===== config.mk =====
export PLATFORM = sky130hd
export DESIGN_NAME = gtg_cfg
export DESIGN_NICKNAME = d
export VERILOG_FILES = /design/src/gtg_pkg.sv /design/src/gtg_cfg.sv
export SDC_FILE = /design/constraint.sdc
export NUM_CORES = 1
export LEC_CHECK = 0
export BUFFER_PORTS_ARGS = -buffer_cell sky130_fd_sc_hd__buf_2
export CAP_MARGIN = 30
export CORE_AREA = 5 5 74 76
export CTS_BUF_LIST = sky130_fd_sc_hd__clkbuf_8
export CTS_CLUSTER_DIAMETER = 50
export CTS_CLUSTER_SIZE = 8
export DETAILED_ROUTE_END_ITERATION = 7
export DIE_AREA = 0 0 79 81
export PLACE_DENSITY = 0.8
export SYNTH_ARGS = -nofsm -noshare
export SYNTH_HDL_FRONTEND = slang
export SYNTH_SLANG_ARGS = --single-unit
export TNS_END_PERCENT = 5

===== constraint.sdc =====
create_clock -name i_clk -period 1.6 [get_ports i_clk]
set_clock_uncertainty 0.15 [all_clocks]
set_input_delay 0.32 -clock i_clk [delete_from_list [all_inputs] [get_ports i_clk]]
set_output_delay 0.32 -clock i_clk [all_outputs]
set_load 0.05 [all_outputs]

===== src/gtg_pkg.sv =====
`default_nettype none
// ----------------------------------------------------------------------------
// gtg_pkg
// Shared types and constants for the gap threshold grouping block.
// ----------------------------------------------------------------------------
package gtg_pkg;

    localparam int MAX_ITEMS     = 1024;
    localparam int POSITION_BITS = 32;
    localparam int IDX_W         = $clog2(MAX_ITEMS);
    localparam int CNT_W         = $clog2(MAX_ITEMS + 1);
    localparam int SUM_W         = CNT_W + 2;
    localparam int CMP_W         = (POSITION_BITS > 32) ? POSITION_BITS : 32;

    localparam logic [1:0] MODE_LOAD  = 2'd0;
    localparam logic [1:0] MODE_BUILD = 2'd1;
    localparam logic [1:0] MODE_QUERY = 2'd2;

    localparam logic REG_MAX_GAP    = 1'b0;
    localparam logic REG_ITEM_COUNT = 1'b1;

    localparam logic KIND_BUILD = 1'b0;
    localparam logic KIND_QUERY = 1'b1;

    typedef enum logic [3:0] {
        S_IDLE,
        S_INIT,
        S_RUN,
        S_RD_ORD,
        S_RD_POS,
        S_MERGE,
        S_LB_ORD,
        S_LB_POS,
        S_LB_WR,
        S_Q_RD,
        S_RESULT
    } t_state;

    typedef struct packed {
        logic [31:0]      max_gap;
        logic [CNT_W-1:0] count;   // clamped to 1 .. MAX_ITEMS
    } t_cfg;

    typedef struct packed {
        logic             kind;
        logic             same_group;
        logic             index_error;
        logic [10:0]      group_count;
    } t_result;

endpackage
`default_nettype wire


===== src/gtg_cfg.sv =====
`default_nettype none
// ----------------------------------------------------------------------------
// gtg_cfg
// APB register file: max_gap and item_count.
// ----------------------------------------------------------------------------
module gtg_cfg
    import gtg_pkg::*;
(
    input  wire logic        i_clk,
    input  wire logic        i_rst_n,
    input  wire logic        psel,
    input  wire logic        penable,
    input  wire logic        pwrite,
    input  wire logic [2:0]  paddr,
    input  wire logic [31:0] pwdata,
    output logic      [31:0] prdata,
    output logic             pready,
    output t_cfg             o_cfg
);

    logic [31:0] r_max_gap;
    logic [10:0] r_item_count;
    logic        wr;

    assign pready = 1'b1;
    assign wr     = psel & penable & pwrite;

    always_ff @(posedge i_clk) begin
        if (!i_rst_n) begin
            r_max_gap    <= '0;
            r_item_count <= 11'd1;
        end else if (wr) begin
            unique case (paddr[2])
                REG_MAX_GAP:    r_max_gap    <= pwdata;
                REG_ITEM_COUNT: r_item_count <= pwdata[10:0];
                default: ;
            endcase
        end
    end

    always_comb begin
        unique case (paddr[2])
            REG_MAX_GAP:    prdata = r_max_gap;
            REG_ITEM_COUNT: prdata = {21'd0, r_item_count};
            default:        prdata = '0;
        endcase
    end

    // clamp count to 1 .. MAX_ITEMS
    always_comb begin
        o_cfg.max_gap = r_max_gap;
        priority if (r_item_count == 11'd0) begin
            o_cfg.count = CNT_W'(1);
        end else if (32'(r_item_count) > MAX_ITEMS) begin
            o_cfg.count = CNT_W'(MAX_ITEMS);
        end else begin
            o_cfg.count = CNT_W'(r_item_count);
        end
    end

endmodule
`default_nettype wire


== Yosys cells after proc, flatten, opt, wreduce, memory -nomap -nowiden ==
Cells that the tools add are included.
Cells by class
  order comparisons: 1
  multiplexer cells: 3
  bitwise operators: 3
  reduce and logical (&&, ||, !) cells: 3
Operator list (count)
  $pmux W32 S2: 1
  $mux W11: 2
  $gt A11 B11 Y1 const B: 1
  $logic_not A11 Y1: 1
  $reduce_and A2 Y1: 2
  $and A1 B1 Y1: 2
  $not A1 Y1: 1
Word-level totals
  register bits after elaboration: 43
  input bits: 40
  output and inout port bits: 76
  logic and storage cells: 12

== Logic depth before layout (Yosys ltp) ==
  depth in word-level cells: 3
  gate-level depth with buffers: 5
  mapped depth without buffers: 2

== Least setup slack after synthesis ==
Ideal clock, no wire load.
  kind: flip-flop to output port
  from: register r_max_gap[11]
  to: output prdata[11]
  data arrival time: 1.410 ns
  data required time: 1.130 ns
  setup slack: -0.280 ns
  cell stages (with the launch flop): 2
  buffers on the path: 0
  cells stage by stage: dfxtp_1 nor2b_1
On the way
  word-level cells in the longest chain between the ends: 1
RTL lines
  start, declared: line gtg_cfg.sv:21  | logic [31:0] r_max_gap;
  start signal, assigned: line gtg_cfg.sv:34  | REG_MAX_GAP: r_max_gap <= pwdata;
  $pmux W32 S2: line gtg_cfg.sv:42  | unique case (paddr[2])
  end, declared: line gtg_cfg.sv:16  | output logic [31:0] prdata,
Every way passes these cells.

==> summary by stage <==
CTS
TritonCTS built the clock tree. The clock root buffer master is clkbuf_8. Buffers inserted to repair hold after CTS numbered 0. The clock transition at the registers of the reported paths is 80 ps.

The number of levels the H-tree was split into is 2. The number of clock sinks is 43. The clock passes through at most 2 buffers. For the worst-skew pair, the clock arrives at the later sink with an insertion delay of 290 ps. The number of CTS-inserted buffers is 5.

Detailed routing
The wire length on met2 is 2783 um. In the final routing, the length of wire on met1 measures 2375 um. The detailed-router iteration count before antenna repair is 4. In this run the top signal layer used is met4.

The detailed-route DRC error count is 0. For this block, the routed nets add up to 5544 um of wire. The routed layout has 1931 vias. The routed via count divided by cell count is 4.840. In this run, the number of DRC markers left after iteration 0 of detailed routing was 59. The post-detailed-route wirelength per cell is 13.89 um.

The count of nets left with antenna violations once routing finished came out at 0. In the detailed route, the total length drawn on met3 is 310 um.

Floorplanning
Once the floorplan was initialized, standard cells occupied 44.64% of the core. The die height is 81 um. The total core area is 4661 um2. The row count is 25.

The width of the chip is 79 um. 116 I/O pins were placed. The die area is 6399 um2.

Critical path
STA puts the critical path data arrival time at 1270 ps. The worst setup path is captured at a primary output. The worst register-to-register path ends at r_item_count[10]$_SDFFE_PN0P_. The maximum fanout count along the critical path is 2. Data on the critical path is required at its endpoint by 1130 ps. The launch instance of the worst register-to-register path is r_item_count[10]$_SDFFE_PN0P_. Counting cells, the worst reg-to-reg path comes to 3.

The reg-to-reg setup timing slack is 670 ps. STA classifies the critical path startpoint as a flop. The critical path start-end classification is flop to primary output.

Layout
The area added between synthesis and finish is 48.11%. The fill cell instance count of the final layout is 384. The utilization after layout is 66.12%. Leaving out fill and tap cells, the most frequent cell in the layout is buf_2. 0 antenna diodes ended up in the layout. The library cells used most frequently in the layout, excluding fill and tap cells, are buf_2 (91), nand2_1 (74), mux2i_1 (43). The final net count is 386.

The fraction of layout cells with a size suffix above 1 is 52.46%.

STA
Setup repair after global routing could not meet its margin everywhere. The max-slew violation count came to 0. The tightest hold path in the finished design has a slack of 119.6 ps.

Setup violations remaining at the end of the flow were counted as 8. Static timing analysis puts the maximum clock frequency at 0.5731 GHz. Of the available clock period, the critical path in the final layout requires 109.0%. The count of endpoints failing hold in the final timing report is 0.

The post-layout worst setup margin is -144.8 ps. The final critical path time including I/O delays and setup is 1745 ps.

GRT
The first global-routing pass estimated 8700 um of wire. The number of global-route vias before repair is 1883. The number of antenna violations at the first check in global routing was 0. The global-route congestion overflow total is 0. Entering global routing, the biggest net connects 43 pins. For this run, the total global-route usage over all layers was measured as 17.09%.

Worst hold path
The worst hold endpoint is r_max_gap[17]$_SDFFE_PN0P_. The type of the most critical hold path is input pin to flop. The worst hold path begins at pwdata[17].

Counting instances, the worst hold path has a depth of 3.

Synth
Dividing the synthesized area by the synthesized cell count gives 8.969 um2. The number of nets in the synthesized netlist is 272. In the synthesized netlist, the number of instances is 232. The sequential-to-total area share from yosys stat is 41.37%. Yosys printed 0 warnings. In this run, synthesis produced a sequential element count of 43. The mapped cell area is 2081 um2.

Synthesis instantiated 18 different standard cells from the library.

Placed design
After legalization and detailed placement, the total HPWL measured 3917 um. The number of buffer cells added on primary ports is 112. The placer congestion estimate is 0.7258.

Pwr
The leakage power is 1.546 nW. In this run the power density over the cells is 705.0 nW/um2. VDD sags by at most 0.3535 mV. The design draws 2.173 mW.

Status
The checks that failed: negative setup slack. The flow ran to the end, but the final reports show violations.

Flow run
The tool flagged a number of max-cap violations equal to 0.
[worst max-delay path: stages (launching register included)]
cell and delay (ps):
dfxtp_2 340, nor4_4 270, a41o_1 210, buf_6 160
[cell usage after synthesis]
cell type  instances  area, um2
a41o_1             1      10.01
and4b_1            1      10.01
buf_2              3      15.01
buf_4              1      7.510
buf_6              2      22.52
buf_8              3      45.04
clkbuf_1          11      41.29
conb_1             1      3.750
dfxtp_1           43      860.8
inv_1              1      3.750
mux2_1             7      78.83
mux2_2             4      45.04
mux2i_1           43      430.4
nand2_1           74      277.8
nand4_1            1      6.260
nor2_1             1      3.750
nor2b_1           33      206.5
nor4_1             2      12.51
[flip-flops by register name, summed over array words and instances, names as in the netlist]
signal and cells:
r_item_count 11, r_max_gap 32
[report_power, final]
part	total (mW)	switching (mW)	internal, mW	leakage [nW]
sequential	1.11	0.0176	1.09	0.352
clock	0.631	0.346	0.285	0.0413
combinational	0.430	0.271	0.159	1.15
[worst max-delay path by stage]
stage | from | endpoint
finish | r_item_count[4]$_SDFFE_PN0P_ | o_cfg[0]
global route | r_item_count[4]$_SDFFE_PN0P_ | o_cfg[0]
CTS | r_item_count[2]$_SDFFE_PN0P_ | o_cfg[0]
detailed placement | paddr[2] | prdata[8]
global placement | paddr[2] | prdata[0]
floorplan | r_item_count[10]$_SDFFE_PN0P_ | o_cfg[2]
[kinds of logic (layout without fill, tap and decap cells)]
| family | after synthesis | count (layout) | share of synthesized area (%) |
|---|---|---|---|
| AOI/OAI and AO/OA | 1 | 1 | 0.4811 |
| buffers and inverters | 21 | 134 | 6.494 |
| muxes | 54 | 54 | 26.64 |
| other | 1 | 1 | 0.1802 |
| and+or+nand+nor | 112 | 112 | 24.83 |
| DFF | 43 | 43 | 41.37 |
[metal layers]
| metal | GRT usage, % | up-vias |
|---|---|---|
| li1 | - | 972 |
| met1 | 20.57 | 891 |
| met2 | 30.22 | 62 |
| met3 | 3.437 | 6 |
| met4 | 6.186 | 0 |
| met5 | 0 | - |
[area by class of cell]
class	instances	area (um2)	area share (%)
clock inverters	1	3.754	0.1218
repair buffers	127	863.3	28.01
flip-flops and latches	43	870.8	28.26
clock buffers	5	68.82	2.233
multi-input cells	168	1204	39.06
inverters	1	3.754	0.1218
well taps	54	67.56	2.192
[stage by stage]
step	setup slack (ps)	area, um2	TNS (ps)	std cells
floorplan	-96.44	2133	-2183	232
global placement	0.3505	2806	0	393
detailed placement	-17.03	2806	-31.64	393
CTS	-158.6	3022	-504.4	399
global route	-195.8	3082	-882.9	399
finish	-144.8	3082	-489.0	399
[repair_timing]
item,4_1_cts,5_1_grt
setup endpoints to repair,21,21
endpoints found under the hold margin,0,0
pin swaps,3,0
setup buffers,0,0
resized for setup,48,19
(Power assumes the default switching activity.)
